$ cat src/rtl/dns_pkg.sv
// ----------------------------------------------------------------------------
// dns_pkg
// Shared constants, codes and types of the DNS reply A-record parser.
// ----------------------------------------------------------------------------
package dns_pkg;

    localparam int unsigned MaxBytes  = 512;
    localparam int unsigned MaxLabels = 32;
    localparam int unsigned PosW      = 10;
    localparam logic [16:0] TtlMax    = 17'd86400;

    localparam logic [3:0] ST_OK       = 4'd0;
    localparam logic [3:0] ST_SHORT    = 4'd1;
    localparam logic [3:0] ST_BAD_ID   = 4'd2;
    localparam logic [3:0] ST_NOT_RESP = 4'd3;
    localparam logic [3:0] ST_RC_OTHER = 4'd9;
    localparam logic [3:0] ST_BAD_Q    = 4'd10;
    localparam logic [3:0] ST_BAD_AN   = 4'd11;
    localparam logic [3:0] ST_BAD_RD   = 4'd12;
    localparam logic [3:0] ST_NO_A     = 4'd13;

    typedef struct packed {
        logic [7:0]  data_byte;
        logic        last_byte;
        logic [15:0] expected_id;
    } t_in_beat;

    typedef struct packed {
        logic [3:0]  status;
        logic [31:0] address;
        logic [16:0] ttl_seconds;
        logic [15:0] an_count;
    } t_out_beat;

endpackage

$ cat src/rtl/dns_if.sv
// ----------------------------------------------------------------------------
// dns_in_if / dns_out_if
// Valid/ready channels carrying packet bytes and parse results.
// ----------------------------------------------------------------------------
interface dns_in_if;
    logic              valid;
    logic              ready;
    dns_pkg::t_in_beat payload;
    modport source (output valid, output payload, input ready);
    modport sink   (input valid, input payload, output ready);
endinterface

interface dns_out_if;
    logic               valid;
    logic               ready;
    dns_pkg::t_out_beat payload;
    modport source (output valid, output payload, input ready);
    modport sink   (input valid, input payload, output ready);
endinterface

$ cat src/rtl/dns_parse_core.sv
// ----------------------------------------------------------------------------
// dns_parse_core
// Per-byte parser state; raises a result beat at most once per packet.
// ----------------------------------------------------------------------------
module dns_parse_core (
    input  logic               i_clk,
    input  logic               i_rst_n,
    input  logic               i_en,
    input  dns_pkg::t_in_beat  i_beat,
    output logic               o_res_vld,
    output dns_pkg::t_out_beat o_res
);
    typedef enum logic [2:0] {
        PH_HEADER, PH_NAME, PH_LABEL, PH_PTR, PH_FIXED, PH_ADATA, PH_SKIP, PH_DONE
    } t_phase;

    t_phase      r_ph, n_ph;
    logic [9:0]  r_pos, n_pos;
    logic [15:0] r_flags, n_flags, r_ql, n_ql, r_al, n_al, r_at, n_at, r_rd, n_rd;
    logic        r_idm, n_idm, r_sent, n_sent;
    logic [5:0]  r_lbl, n_lbl;
    logic [6:0]  r_ls, n_ls;
    logic [3:0]  r_fi, n_fi;
    logic [63:0] r_rf, n_rf;
    logic [31:0] r_addr, n_addr;

    logic [7:0] b;
    logic       fin, in_q, nm_done;
    logic [3:0] st;
    logic [3:0] rc;
    logic [15:0] al_dec;

    always_comb begin
        b = i_beat.data_byte;
        n_ph = r_ph; n_pos = r_pos; n_flags = r_flags; n_ql = r_ql; n_al = r_al;
        n_at = r_at; n_rd = r_rd; n_idm = r_idm; n_sent = r_sent; n_lbl = r_lbl;
        n_ls = r_ls; n_fi = r_fi; n_rf = r_rf; n_addr = r_addr;
        fin = 1'b0; st = dns_pkg::ST_OK; nm_done = 1'b0;
        in_q = (r_ql != 16'd0);
        rc = r_flags[3:0];
        al_dec = r_al - 16'd1;
        o_res = '0;
        if (i_en && !r_sent) begin
            unique case (r_ph)
                PH_HEADER: begin
                    unique case (r_pos[3:0])
                        4'd0: n_idm = (b == i_beat.expected_id[15:8]);
                        4'd1: n_idm = r_idm & (b == i_beat.expected_id[7:0]);
                        4'd2, 4'd3: n_flags = {r_flags[7:0], b};
                        4'd4, 4'd5: n_ql = {r_ql[7:0], b};
                        4'd6, 4'd7: n_al = {r_al[7:0], b};
                        default: ;
                    endcase
                    if (r_pos == 10'd11) begin
                        if (!r_idm) begin
                            fin = 1'b1; st = dns_pkg::ST_BAD_ID;
                        end else if (!r_flags[15]) begin
                            fin = 1'b1; st = dns_pkg::ST_NOT_RESP;
                        end else if (rc != 4'd0) begin
                            fin = 1'b1;
                            st = (rc <= 4'd5) ? rc + 4'd3 : dns_pkg::ST_RC_OTHER;
                        end else begin
                            n_at = r_al;
                            if (r_ql == 16'd0 && r_al == 16'd0) begin
                                fin = 1'b1; st = dns_pkg::ST_NO_A;
                            end else begin
                                n_ph = PH_NAME; n_ls = '0; n_lbl = '0;
                            end
                        end
                    end
                end
                PH_PTR: nm_done = 1'b1;
                PH_LABEL: begin
                    n_lbl = r_lbl - 6'd1;
                    if (r_lbl == 6'd1) n_ph = PH_NAME;
                end
                PH_NAME: begin
                    if (b == 8'd0) nm_done = 1'b1;
                    else if (b[7:6] == 2'b11) n_ph = PH_PTR;
                    else if (b[7:6] != 2'b00 ||
                             32'(r_ls) + 32'd1 >= 32'(dns_pkg::MaxLabels)) begin
                        fin = 1'b1; st = in_q ? dns_pkg::ST_BAD_Q : dns_pkg::ST_BAD_AN;
                    end else begin
                        n_ls = r_ls + 7'd1; n_lbl = b[5:0]; n_ph = PH_LABEL;
                    end
                end
                PH_FIXED: begin
                    if (r_fi < 4'd8) n_rf = {r_rf[55:0], b};
                    else n_rd = {r_rd[7:0], b};
                    n_fi = r_fi + 4'd1;
                    if (in_q) begin
                        if (r_fi == 4'd3) begin
                            n_ql = r_ql - 16'd1;
                            if (r_ql == 16'd1 && r_al == 16'd0) begin
                                fin = 1'b1; st = dns_pkg::ST_NO_A;
                            end else begin
                                n_ph = PH_NAME; n_ls = '0; n_lbl = '0;
                            end
                        end
                    end else if (r_fi == 4'd9) begin
                        // type sits in the top two bytes, class below it
                        if (r_rf[63:48] == 16'd1 && r_rf[47:32] == 16'd1 &&
                            {r_rd[7:0], b} == 16'd4) begin
                            n_ph = PH_ADATA; n_addr = '0;
                        end else if ({r_rd[7:0], b} == 16'd0) begin
                            n_al = al_dec;
                            if (al_dec == 16'd0) begin
                                fin = 1'b1; st = dns_pkg::ST_NO_A;
                            end else begin
                                n_ph = PH_NAME; n_ls = '0; n_lbl = '0;
                            end
                        end else n_ph = PH_SKIP;
                    end
                end
                PH_ADATA: begin
                    n_addr = {r_addr[23:0], b};
                    n_rd = r_rd - 16'd1;
                    if (r_rd == 16'd1) begin
                        fin = 1'b1; st = dns_pkg::ST_OK;
                    end
                end
                PH_SKIP: begin
                    n_rd = r_rd - 16'd1;
                    if (r_rd == 16'd1) begin
                        n_al = al_dec;
                        if (al_dec == 16'd0) begin
                            fin = 1'b1; st = dns_pkg::ST_NO_A;
                        end else begin
                            n_ph = PH_NAME; n_ls = '0; n_lbl = '0;
                        end
                    end
                end
                PH_DONE: ;
                default: ;
            endcase
            if (nm_done) begin
                n_ph = PH_FIXED; n_fi = '0; n_rf = '0; n_rd = '0;
            end
            if (!fin && (i_beat.last_byte ||
                         32'(r_pos) + 32'd1 >= 32'(dns_pkg::MaxBytes))) begin
                fin = 1'b1;
                case (n_ph)
                    PH_HEADER: st = dns_pkg::ST_SHORT;
                    PH_ADATA, PH_SKIP: st = dns_pkg::ST_BAD_RD;
                    default: st = (n_ql != 16'd0) ? dns_pkg::ST_BAD_Q : dns_pkg::ST_BAD_AN;
                endcase
            end
            n_pos = r_pos + 10'd1;
            if (fin) begin
                n_sent = 1'b1; n_ph = PH_DONE;
                o_res.status = st;
                if (st == dns_pkg::ST_OK) begin
                    o_res.address = n_addr;
                    o_res.ttl_seconds = (r_rf[31:0] > 32'(dns_pkg::TtlMax)) ?
                        dns_pkg::TtlMax : r_rf[16:0];
                    o_res.an_count = r_at;
                end
            end
        end
        o_res_vld = fin;
        if (i_en && i_beat.last_byte) begin
            n_ph = PH_HEADER; n_pos = '0; n_flags = '0; n_idm = 1'b0; n_ql = '0;
            n_al = '0; n_at = '0; n_lbl = '0; n_ls = '0; n_fi = '0; n_rf = '0;
            n_rd = '0; n_addr = '0; n_sent = 1'b0;
        end
    end

    always_ff @(posedge i_clk) begin
        if (!i_rst_n) begin
            r_ph <= PH_HEADER; r_pos <= '0; r_flags <= '0; r_idm <= 1'b0; r_ql <= '0;
            r_al <= '0; r_at <= '0; r_lbl <= '0; r_ls <= '0; r_fi <= '0; r_rf <= '0;
            r_rd <= '0; r_addr <= '0; r_sent <= 1'b0;
        end else begin
            r_ph <= n_ph; r_pos <= n_pos; r_flags <= n_flags; r_idm <= n_idm;
            r_ql <= n_ql; r_al <= n_al; r_at <= n_at; r_lbl <= n_lbl; r_ls <= n_ls;
            r_fi <= n_fi; r_rf <= n_rf; r_rd <= n_rd; r_addr <= n_addr;
            r_sent <= n_sent;
        end
    end
endmodule

$ cat src/rtl/dns_out_reg.sv
// ----------------------------------------------------------------------------
// dns_out_reg
// Result register with a skid slot so input can flow during a stall.
// ----------------------------------------------------------------------------
module dns_out_reg (
    input  logic               i_clk,
    input  logic               i_rst_n,
    input  logic               i_vld,
    input  dns_pkg::t_out_beat i_res,
    output logic               o_space,
    dns_out_if.source          out
);
    logic               r_v0, r_v1;
    dns_pkg::t_out_beat r_d0, r_d1;

    // Room exists unless both slots full.
    assign o_space   = !r_v1;
    assign out.valid = r_v0;
    assign out.payload = r_d0;

    always_ff @(posedge i_clk) begin
        if (!i_rst_n) begin
            r_v0 <= 1'b0; r_v1 <= 1'b0;
        end else begin
            if (!r_v0 || out.ready) begin
                if (r_v1) begin
                    r_v0 <= 1'b1; r_d0 <= r_d1; r_v1 <= i_vld; r_d1 <= i_res;
                end else begin
                    r_v0 <= i_vld; r_d0 <= i_res;
                end
            end else if (i_vld) begin
                r_v1 <= 1'b1; r_d1 <= i_res;
            end
        end
    end
endmodule

$ cat src/rtl/dns_response_a_record_parser.sv
// ----------------------------------------------------------------------------
// dns_response_a_record_parser
// DNS reply parser that yields the first A record of a packet.
// ----------------------------------------------------------------------------
// Usage:
//   i_in carries one packet byte per beat with last_byte and the query id.
//   o_out carries one result beat per packet: status, address, TTL and
//   answer count.
//   Throughput: one byte per cycle while the result buffer has room. The
//   parser state updates per byte; the result beat is registered in the output buffer.
//   Bytes after the result, or past 512 bytes, are consumed and dropped
//   until last_byte.
//   Reset: all parser state clears and the next byte is a header byte.
//   Stall: a two-entry result buffer absorbs a waiting result; input is held
//   off only while both entries are occupied.
// ----------------------------------------------------------------------------
module dns_response_a_record_parser (
    input  logic      i_clk,
    input  logic      i_rst_n,
    dns_in_if.sink    i_in,
    dns_out_if.source o_out
);
    logic               space, en, res_vld;
    dns_pkg::t_out_beat res;

    assign i_in.ready = space;
    assign en = i_in.valid && space;

    dns_parse_core u_core (
        .i_clk, .i_rst_n, .i_en(en), .i_beat(i_in.payload),
        .o_res_vld(res_vld), .o_res(res)
    );

    dns_out_reg u_out (
        .i_clk, .i_rst_n, .i_vld(res_vld), .i_res(res), .o_space(space), .out(o_out)
    );
endmodule

$ cat src/flat_wrapper.sv
// flat-port wrapper written by rule: the top's interface ports become plain ports
module dns_response_a_record_parser_flat 
  (i_clk, i_rst_n, i_in_valid, i_in_payload, i_in_ready, o_out_valid, o_out_payload, o_out_ready);
  dns_in_if i_in_i ();
  dns_out_if o_out_i ();
  input  logic i_clk;
  input  logic i_rst_n;
  input wire logic [$bits(i_in_i.valid)-1:0] i_in_valid;
  input wire logic [$bits(i_in_i.payload)-1:0] i_in_payload;
  output wire logic [$bits(i_in_i.ready)-1:0] i_in_ready;
  output wire logic [$bits(o_out_i.valid)-1:0] o_out_valid;
  output wire logic [$bits(o_out_i.payload)-1:0] o_out_payload;
  input wire logic [$bits(o_out_i.ready)-1:0] o_out_ready;
  assign i_in_i.valid = i_in_valid;
  assign i_in_i.payload = i_in_payload;
  assign i_in_ready = i_in_i.ready;
  assign o_out_valid = o_out_i.valid;
  assign o_out_payload = o_out_i.payload;
  assign o_out_i.ready = o_out_ready;
  dns_response_a_record_parser u_core (.i_clk(i_clk), .i_rst_n(i_rst_n), .i_in(i_in_i), .o_out(o_out_i));
endmodule
$ cat config.mk
export PLATFORM = sky130hd
export DESIGN_NAME = dns_response_a_record_parser_flat
export DESIGN_NICKNAME = d
export VERILOG_FILES = /design/src/rtl/dns_pkg.sv /design/src/rtl/dns_if.sv /design/src/rtl/dns_parse_core.sv /design/src/rtl/dns_out_reg.sv /design/src/rtl/dns_response_a_record_parser.sv /design/src/flat_wrapper.sv
export SDC_FILE = /design/constraint.sdc
export NUM_CORES = 1
export LEC_CHECK = 0
export ABC_AREA = 1
export BUFFER_PORTS_ARGS = -buffer_cell sky130_fd_sc_hd__buf_2
export CORE_MARGIN = 1
export CORE_UTILIZATION = 44
export DETAILED_ROUTE_END_ITERATION = 10
export GPL_TIMING_DRIVEN = 0
export PLACE_DENSITY = 0.58
export SETUP_SLACK_MARGIN = 0.1
export SKIP_CTS_REPAIR_TIMING = 1
export SLEW_MARGIN = 20
export SYNTH_ARGS = -nofsm -noshare
export SYNTH_HDL_FRONTEND = slang
export SYNTH_SLANG_ARGS = --single-unit
$ cat constraint.sdc
create_clock -name i_clk -period 10.66 [get_ports i_clk]
set_input_delay 2.132 -clock i_clk [delete_from_list [all_inputs] [get_ports i_clk]]
set_output_delay 2.132 -clock i_clk [all_outputs]
set_load 0.01 [all_outputs]
# ---- Word-level counts from Yosys, hierarchy flattened
# Cells that the tools add are included.
dict set report totals {
  reg_bits 348
  elab_cells 284
}
dict set report op_classes {
  add_sub_neg 10
  n_lt_le_gt_ge 5
  n_eq_ne 48
  muxes 140
  bitwise_logic 3
  n_reduce_logical 54
}
# operator n
set op_table {}
lappend op_table {{two-way mux 69 bit} 6}
lappend op_table {{two-way mux 16 bit} 12}
lappend op_table {{two-way mux 64 bit} 3}
lappend op_table {{two-way mux 7 bit} 16}
lappend op_table {{two-way mux 32 bit} 3}
lappend op_table {{two-way mux 6 bit} 16}
lappend op_table {{two-way mux 4 bit} 21}
lappend op_table {{two-way mux 65 bit} 1}
lappend op_table {{equality test 16 x 1 -> 1 bit (second input constant)} 4}
lappend op_table {{zero test 16 bit} 4}
lappend op_table {{case mux 16 bit (2 select lines)} 2}
lappend op_table {{case mux 32 bit (2 select lines)} 1}
lappend op_table {{two-way mux 3 bit} 20}
lappend op_table {{case mux 16 bit (3 select lines)} 1}
lappend op_table {{subtractor 16 x 1 -> 16 bit (second input constant)} 3}
lappend op_table {{greater-than comparator 32 x 17 -> 1 bit (second input constant)} 1}
lappend op_table {{AND reduction 16 bit} 2}
lappend op_table {{nonzero test 16 bit} 2}
lappend op_table {{case mux 6 bit (5 select lines)} 1}
lappend op_table {{two-way mux 1 bit} 29}
lappend op_table {{inequality test 2 bit (second input constant)} 14}
lappend op_table {{case mux 7 bit (4 select lines)} 1}
lappend op_table {{inequality test 3 bit (second input constant)} 6}
lappend op_table {{two-way mux 17 bit} 1}
lappend op_table {{46 further kinds} 90}

# ---- Longest topological paths before layout
# Gate-level depths: netlist of the first run.
dict set report depth {
  ltp_word 21
  mapped_depth 27
}

# ---- Modules after synthesis
# From an unflattened synthesis of the first run, not the netlist that was laid out.
dict set report unflattened {
  hier_cells 2251
  area_unflattened_um2 17381.7
}
# module instances cells_each area_each_um2 seq_area_each_um2
set modules_own_cells {}
lappend modules_own_cells {dns_parse_core 1 1872 12245.5 3963.8}
lappend modules_own_cells {dns_out_reg 1 377 5128.7 4184.0}
lappend modules_own_cells {dns_response_a_record_parser 1 2 7.5 0.0}

# ---- Worst setup path before layout of the first run
# No wires, ideal clock.
dict set report synth_timing {
  path_kind {input port to flip-flop}
  from {in i_in_payload[24]}
  to {reg u_core.u_out.r_d1[0] (netlist bit) (enable)}
  arrival_time_ns 8.322
  required_ns 10.069
  path_slack_ns 1.746
  stages 13
  n_path_buf 1
  path_cell_list {clkbuf_2 nor2_1 nand2_1 nor2_1 nand2_1 nor2_2 nand4_1 o21bai_1 nand2_2 nand2_1 or3b_1 nand2_1 o21ai_0}
}
dict set report synth_via {
  elab_chain_len 14
  elab_cells_between_ends 23
}
# item line
set synth_lines {}
lappend synth_lines {{from (decl)} flat_wrapper.sv:9} ;# input wire logic [$bits(i_in_i.payload)-1:0] i_in_payload;
lappend synth_lines {{zero test 16 bit (tied with other cells)} dns_parse_core.sv:105} ;# end else if ({r_rd[7:0], b} == 16'd0) begin
lappend synth_lines {{two-way mux 1 bit (tied with other cells)} dns_parse_core.sv:105}
lappend synth_lines {{two-way mux 1 bit, on equally long branches} {dns_parse_core.sv:102, dns_parse_core.sv:80}}
lappend synth_lines {{two-way mux 1 bit, on equally long branches} {dns_parse_core.sv:100, dns_parse_core.sv:79}}
lappend synth_lines {{two-way mux 1 bit, on equally long branches} {dns_parse_core.sv:91, dns_parse_core.sv:78}}
lappend synth_lines {{case mux 1 bit (5 select lines) (*)} dns_parse_core.sv:44} ;# unique case (r_ph)
lappend synth_lines {{two-way mux 1 bit (*)} dns_parse_core.sv:43} ;# if (i_en && !r_sent) begin
lappend synth_lines {{zero test 1 bit} dns_parse_core.sv:139} ;# if (!fin && (i_beat.last_byte ||
lappend synth_lines {{logical AND 1 bit} dns_parse_core.sv:139}
lappend synth_lines {{two-way mux 1 bit (*)} dns_parse_core.sv:139}
lappend synth_lines {{two-way mux 1 bit (*) (2 in a row)} dns_parse_core.sv:43}
lappend synth_lines {{nonzero test 2 bit (no line) (*)} -}
lappend synth_lines {{AND reduction 3 bit (no line) (*)} -}
lappend synth_lines {{to (signal assigned)} dns_out_reg.sv:27} ;# r_v0 <= 1'b1; r_d0 <= r_d1; r_v1 <= i_vld; r_d1 <= i_res;
lappend synth_lines {{to (signal assigned)} dns_out_reg.sv:32} ;# r_v1 <= 1'b1; r_d1 <= i_res;
lappend synth_lines {{to (decl)} dns_out_reg.sv:14} ;# dns_pkg::t_out_beat r_d0, r_d1;
# Mark *: on every way between the ends. The rest lies on a longest branch, timed or not. The select of a mux whose other input is x is not followed.
# A chain may end at the register's enable or synchronous reset.

# ---- Worst setup path after layout of the first run
dict set report layout_timing {
  from {in i_in_payload[19]}
  to {reg u_core.u_out.r_d0 (netlist bit u_core.u_out.out.payload[15]), data pin}
}
dict set report layout_via {
  elab_chain_len 18
  elab_cells_between_ends 49
}
# item line
set layout_lines {}
lappend layout_lines {{zero test 16 bit / equality test 16 x 3 -> 1 bit (equally long branches)} {dns_parse_core.sv:105, dns_parse_core.sv:103}}
lappend layout_lines {{two-way mux 3 bit / logical AND 1 bit (equally long branches)} {dns_parse_core.sv:105, dns_parse_core.sv:102}}
lappend layout_lines {{two-way mux 3 bit} dns_parse_core.sv:102} ;# if (r_rf[63:48] == 16'd1 && r_rf[47:32] == 16'd1 &&
lappend layout_lines {{two-way mux 3 bit} dns_parse_core.sv:100} ;# end else if (r_fi == 4'd9) begin
lappend layout_lines {{two-way mux 3 bit} dns_parse_core.sv:91} ;# if (in_q) begin
lappend layout_lines {{case mux 3 bit (5 select lines)} dns_parse_core.sv:44}
lappend layout_lines {{two-way mux 3 bit} dns_parse_core.sv:136} ;# if (nm_done) begin
lappend layout_lines {{two-way mux 3 bit} dns_parse_core.sv:43}
lappend layout_lines {{(+2 left out)} -}
lappend layout_lines {{case mux 4 bit (2 select lines)} dns_parse_core.sv:142} ;# case (n_ph)
lappend layout_lines {{two-way mux 4 bit} dns_parse_core.sv:139}
lappend layout_lines {{two-way mux 4 bit} dns_parse_core.sv:43}
lappend layout_lines {{zero test 4 bit} dns_parse_core.sv:152} ;# if (st == dns_pkg::ST_OK) begin
lappend layout_lines {{two-way mux 65 bit} dns_parse_core.sv:152}
lappend layout_lines {{two-way mux 69 bit (*)} dns_parse_core.sv:149} ;# if (fin) begin
lappend layout_lines {{two-way mux 69 bit (*)} dns_parse_core.sv:43}
lappend layout_lines {{two-way mux 69 bit (*)} dns_out_reg.sv:26} ;# if (r_v1) begin
lappend layout_lines {{to (signal assigned)} dns_out_reg.sv:29} ;# r_v0 <= i_vld; r_d0 <= i_res;
lappend layout_lines {{to (decl)} dns_out_reg.sv:14}
# Marked as above.

==> results of run 1 <==
tightest hold or removal path, stage by stage, from the launching register on:
cell	delay [ns]
dfxtp_1	0.30
nand2_1	0.06
nor2_1	0.03
per-layer routing:
| metal | wire, um | vias up | GRT usage |
|---|---|---|---|
| li1 | - | 7798 | - |
| met1 | 24000 | 7309 | 0.358 |
| met2 | 23500 | 451 | 0.414 |
| met3 | 2770 | 91 | 0.0306 |
| met4 | 1570 | 0 | 0.0949 |
| met5 | 0 | - | 0 |
cell families (layout without fill, tap and decap cells):
group	Yosys count	after routing	synth area share
and+or+nand+nor	979	979	0.249
buffers and inverters	449	620	0.104
AOI/OAI and AO/OA	446	446	0.150
DFF	338	338	0.471
xor gates and xnor gates	26	26	0.0136
adders and majority gates	17	17	0.0123
layout make-up:
| type | instances | area, um^2 |
|---|---|---|
| repair buffers | 99 | 601 |
| well taps | 518 | 648 |
| clock buffers | 51 | 1130 |
| plain buffers | 118 | 564 |
| flip-flops and latches | 338 | 8150 |
| inverters | 331 | 1240 |
| clock inverters | 21 | 287 |
| multi-input cells | 1468 | 7360 |
| fillers | 3778 | 18800 |
layout by cell type (no fill, tap or decap), types with 84 or more instances in the layout:
| master | instances |
|---|---|
| clkbuf_1 | 84 |
| o21ai_0 | 142 |
| nand4_1 | 100 |
| dfxtp_1 | 200 |
| nand2_1 | 408 |
| edfxtp_1 | 138 |
| buf_2 | 105 |
| inv_1 | 317 |
| nor2_1 | 316 |
| a21oi_1 | 137 |
Yosys cell counts (3+ instances only):
cell and n:
nand3_1 64, o21ai_0 143, nor3_1 25, inv_1 317, nor2_2 14, nand3_2 6
clkbuf_1 83, a211oi_1 7, nand2_1 408, buf_1 9, clkinv_1 3, or2_2 7
o211ai_1 6, a31oi_1 8, nor2_1 317, xor2_1 22, nand4_1 100, nand2_2 8
buf_2 11, o22ai_1 46, nor4_1 12, buf_8 4, o2111ai_1 3, a21oi_1 137
nor3b_1 5, a22oi_1 72, dfxtp_1 200, ha_1 17, inv_2 11, xnor2_1 3
buf_6 7, nor2_4 5, a221oi_1 3, edfxtp_1 138, o21ai_1 5
worst paths after layout:
path                                      start                                     end  slack, ns  cells after the start
max                            i_in_payload[19]  u_core.u_out.out.payload[15]$_DFFE_PP_       5.18                     17
min          u_core.u_core.r_ls[6]$_SDFFE_PP0P_      u_core.u_core.r_ls[6]$_SDFFE_PP0P_       0.44                      2
max reg2reg  u_core.u_core.r_al[1]$_SDFFE_PP0P_         u_core.u_out.r_d1[29]$_DFFE_PP_       6.65                     14
min reg2reg  u_core.u_core.r_ls[6]$_SDFFE_PP0P_      u_core.u_core.r_ls[6]$_SDFFE_PP0P_       0.44                      2
flip-flops by register name (all words and copies together), names as in the netlist, 3 cells and up:
signal / flops
u_core.u_core.r_at: 16
u_core.u_core.r_pos: 10
u_core.u_core.r_rf: 64
u_core.u_core.r_fi: 4
u_core.u_out.out.payload: 69
u_core.u_core.r_ql: 16
u_core.u_out.r_d1: 69
u_core.u_core.r_flags: 6
u_core.u_core.r_lbl: 6
u_core.u_core.r_ph: 3
u_core.u_core.r_rd: 16
u_core.u_core.r_al: 16
u_core.u_core.r_ls: 7
u_core.u_core.r_addr: 32
power by group:
| part | switching [mW] | internal [mW] | leakage [nW] |
|---|---|---|---|
| sequential | 0.0262 | 1.38 | 3.05 |
| combinational | 0.429 | 0.173 | 4.78 |
| clock | 0.577 | 0.877 | 0.678 |
==> results.json, run 1 <==
{
  "status": "finished clean",
  "p_total_mw": 3.47,
  "clock-sinks": 338,
  "path_delay_family": "simple AND/OR/NAND/NOR gates",
  "clk_latency_ns": 0.58,
  "hold_path.class": "reg2reg",
  "placed_area_um2": 18600,
  "powerDensity_nw_per_um2": 173,
  "dp_hpwl_um": 38100,
  "leakage_nw": 8.51,
  "die_area_um2": 40100,
  "final_core_util": 0.516,
  "drt_wl_total_um": 51900,
  "rsz0062_at_grt": "no",
  "crit_slowest_cell": "clkbuf_1",
  "worstPathArrival_ns": 5.90,
  "syn2layout_area_growth_pct": 15.5,
  "yosysTopAreaCellShare": 0.240,
  "syn-num-nets": 2301,
  "rows": 72,
  "crit_chain": "clkbuf_1 > nand2_1 > nor2_1 > nand3_1 > nor4_1 > nand4_1 > nand2_1 > inv_1 > nand3_1 > nand2_1 > nand3_2 > nand2_1 > nor2_2 > buf_6 > buf_6 > nand4_1 > nand2_1",
  "fin_setup_tns_ns": 0,
  "vias_per_cell": 5.32,
  "path_clk_slew_ns": 0.06,
  "vdd_drop_max_v": 0.000140,
  "critical_path_class": "in2reg",
  "post-route-cell-area_um2": 20000,
  "netlist_area_um2": 17300,
  "dr.pass1.iters": 6,
  "syn_inst": 2255,
  "fin_crit_sh": 0.514,
  "placed_cells": 2872,
  "initial_utilization": 0.447,
  "die_y_um": 200,
  "post-synth-top-area-cell": "edfxtp_1",
  "antenna_cells": 0,
  "antenna_found_initial": 0,
  "gp_congestion": 0.946,
  "grt-ovfl-total": 0,
  "root_buffer": "clkbuf_16",
  "htreeDepth": 2,
  "synth-edff-count": 138,
  "ant_nets": 0,
  "critPathMaxFanout": 10,
  "cts_tree": "yes",
  "fin_ws_ns": 5.18,
  "final_nets": 2441,
  "yosysSeqAreaShare": 0.471,
  "hold_viol": 0,
  "ioPinCount": 100,
  "die_w_um": 200,
  "synth-main-ff-cell": "dfxtp_1",
  "cp_num_buf_inv": 4,
  "drive_gt1_frac": 0.106,
  "grt.total_usage": 0.258,
  "core_um2": 38700,
  "place_ws_ns": 4.58,
  "worst_setup_path_start_kind": "input pin",
  "grt_max_degree": 30,
  "crit_path_frequent_cell": "nand2_1",
  "instances_no_fill": 2944,
  "max_cap_violations": 0,
  "holdWs_ns": 0.438,
  "cts_made_buffers": 39,
  "drc": 0,
  "grt_pass1_vias": 14996,
  "yosysWarnings": 0,
  "fmax_ghz": 0.182,
  "vias": 15649,
  "drt_first_iter_violations": 1323,
  "netlist_top_cells_area": "edfxtp_1, dfxtp_1, nand2_1",
  "worstPathRequired_ns": 11.08,
  "routedWlPerCell_um": 17.6,
  "drv_slew": 0,
  "slowest_delay_ns": 0.67,
  "max_slew_margin": 0.328,
  "synth-seq-cells": 338,
  "setup_viol": 0,
  "cts_max_path_buffers": 3,
  "end_kind": "flop",
  "avgSynthCellArea_um2": 7.67,
  "port_buffers": 94,
  "ys_types": 54,
  "async_flop_share": 0,
  "grt_pass1_wl_um": 82500,
  "skew_ns": 0.0301,
  "fin_crit_ns": 5.48,
  "tightest_slew_ns": 1.00
}
No activity file was read; power rests on OpenSTA's default activity.
==> run 2: changes to the inputs <==
Settings changed: PLACE_DENSITY 0.58 to 0.6.
Clock period 10.66 ns to 4.65 ns, I/O delays scaled along.
==> run 2 against run 1 <==
Register-to-register slack got worse by 6.2 ns; global-route usage fell by 0.75 points; first-iteration DRC count decreased by 21%; cell area shrank 1.2%; core utilization shrank 0.64 points; critical path type unchanged; largest power group is now registers.
==> results.json, run 2 (synthesis gave the netlist of run 1 again) <==
{
  "status": "finished clean",
  "drv_slew": 0,
  "ant_nets": 0,
  "end_kind": "flop",
  "dp_hpwl_um": 37100,
  "drt_wl_total_um": 50300,
  "path_clk_slew_ns": 0.05,
  "cts_max_path_buffers": 3,
  "grt_pass1_vias": 14829,
  "drt_first_iter_violations": 1043,
  "crit_path_frequent_cell": "nand2_1",
  "drc": 0,
  "rows": 72,
  "setup_viol": 0,
  "p_sw_frac": 0.299,
  "placed_cells": 2872,
  "core_um2": 38700,
  "intPower_mw": 5.24,
  "worstPathRequired_ns": 4.95,
  "final_cell_mix": "nand2_1, inv_1, nor2_1",
  "tightest_slew_ns": 1.00,
  "die_area_um2": 40100,
  "max_slew_margin": 0.327,
  "register_area_um2": 8150,
  "initial_utilization": 0.447,
  "instances_no_fill": 2940,
  "max_cap_violations": 0,
  "combPwrFrac": 0.184,
  "vias": 15801,
  "fin_crit_ns": 4.23,
  "post-route-cell-area_um2": 19700,
  "powerDensity_nw_per_um2": 379,
  "die_w_um": 200,
  "leakage_nw": 8.40,
  "fmax_ghz": 0.236,
  "die_y_um": 200,
  "worst_setup_path_start_kind": "input pin",
  "multi_input_area_um2": 7370,
  "crit_slowest_cell": "clkbuf_1",
  "grt.total_usage": 0.251,
  "antenna_found_initial": 2,
  "rsz0062_at_grt": "no",
  "final_nets": 2440,
  "clock-sinks": 338,
  "routedWlPerCell_um": 17.1,
  "dr.pass1.iters": 5,
  "crit_chain": "clkbuf_1 > nand2_1 > nor2_1 > nand3_1 > nor2_1 > nand3_1 > nand4_1 > o21bai_1 > nand2_2 > nand2_1 > or3b_1 > nand2_1 > o21ai_4 > buf_8 > buf_16 > buf_16",
  "htreeDepth": 2,
  "skew_ns": 0.0210,
  "port_buffers": 94,
  "clk_latency_ns": 0.56,
  "grt-ovfl-total": 0,
  "clock_power_share": 0.383,
  "critical_path_class": "in2reg",
  "fin_setup_tns_ns": 0,
  "final_common_cell": "nand2_1",
  "hold_viol": 0,
  "slowest_delay_ns": 0.65,
  "fill_cells": 3811,
  "worstPathArrival_ns": 4.53,
  "p_seq_frac": 0.432,
  "ioPinCount": 100,
  "critPathMaxFanout": 23,
  "cts_made_buffers": 38,
  "vias_per_cell": 5.37,
  "root_buffer": "clkbuf_16",
  "grt_max_degree": 30,
  "vdd_drop_max_v": 0.000298,
  "grt_pass1_wl_um": 80200,
  "p_switching_mw": 2.23,
  "final_core_util": 0.509,
  "hold_path.class": "reg2reg",
  "cts_tree": "yes",
  "fin_crit_sh": 0.910,
  "gp_congestion": 0.959,
  "drive_gt1_frac": 0.100,
  "syn2layout_area_growth_pct": 14.1,
  "placed_area_um2": 18600
}
==> run 2: metal layers <==
layer,up-vias,wire [um],global-route usage
li1,7796,-,-
met1,7371,22700,0.340
met2,517,22200,0.392
met3,115,3430,0.0460
met4,2,1930,0.110
met5,-,13,0
==> run 2: power by group through the flow <==
| stage | combinational [mW] | clock (mW) | sequential [mW] |
|---|---|---|---|
| after CTS | 1.36 | 2.94 | 3.23 |
| after global routing | 1.52 | 3.05 | 3.24 |
| after detailed placement | 1.35 | 0 | 3.29 |
| after floorplan | 0.920 | 0 | 3.30 |
| final | 1.38 | 2.87 | 3.23 |
| after global placement | 1.33 | 0 | 3.30 |
==> run 2: cell type report <==
| type | count | area share |
|---|---|---|
| Antenna cell | 1 | 0.000127 |
| Sequential cell | 338 | 0.413 |
| Buffer | 118 | 0.0286 |
| Inverter | 331 | 0.0630 |
| Clock inverter | 9 | 0.00431 |
| Clock buffer | 58 | 0.0552 |
| Multi-Input combinational cell | 1468 | 0.373 |
| Tap cell | 518 | 0.0328 |
| Timing Repair Buffer | 99 | 0.0298 |
==> run 2: final timing paths <==
check / startpoint / end / slack (ns) / cells past startpoint
worst max-delay path: i_in_payload[19] / u_core.u_out.r_d1[30]$_DFFE_PP_ / 0.42 / 16
worst min register to register: u_core.u_core.r_ls[6]$_SDFFE_PP0P_ / u_core.u_core.r_ls[6]$_SDFFE_PP0P_ / 0.43 / 2
worst min-delay path: u_core.u_core.r_ls[6]$_SDFFE_PP0P_ / u_core.u_core.r_ls[6]$_SDFFE_PP0P_ / 0.43 / 2
worst max register to register: u_core.u_core.r_al[1]$_SDFFE_PP0P_ / u_core.u_out.r_d1[30]$_DFFE_PP_ / 0.45 / 15
==> run 2: stage by stage <==
step           hold WS [ns]  setup slack [ns]  power [mW]
3_5_place_dp          0.432            -0.159        4.65
2_1_floorplan         0.419             0.125        4.22
5_1_grt               0.472             0.226        7.81
3_3_place_gp          0.433             -1.65        4.62
4_1_cts               0.441             0.398        7.53
6_report              0.435             0.419        7.47
==> run 2: worst max-delay path: cells and delay by family <==
family	cells	cell delay (ns)
compound gates	2	0.29
simple gates	10	2.05
buf+inv	4	1.21
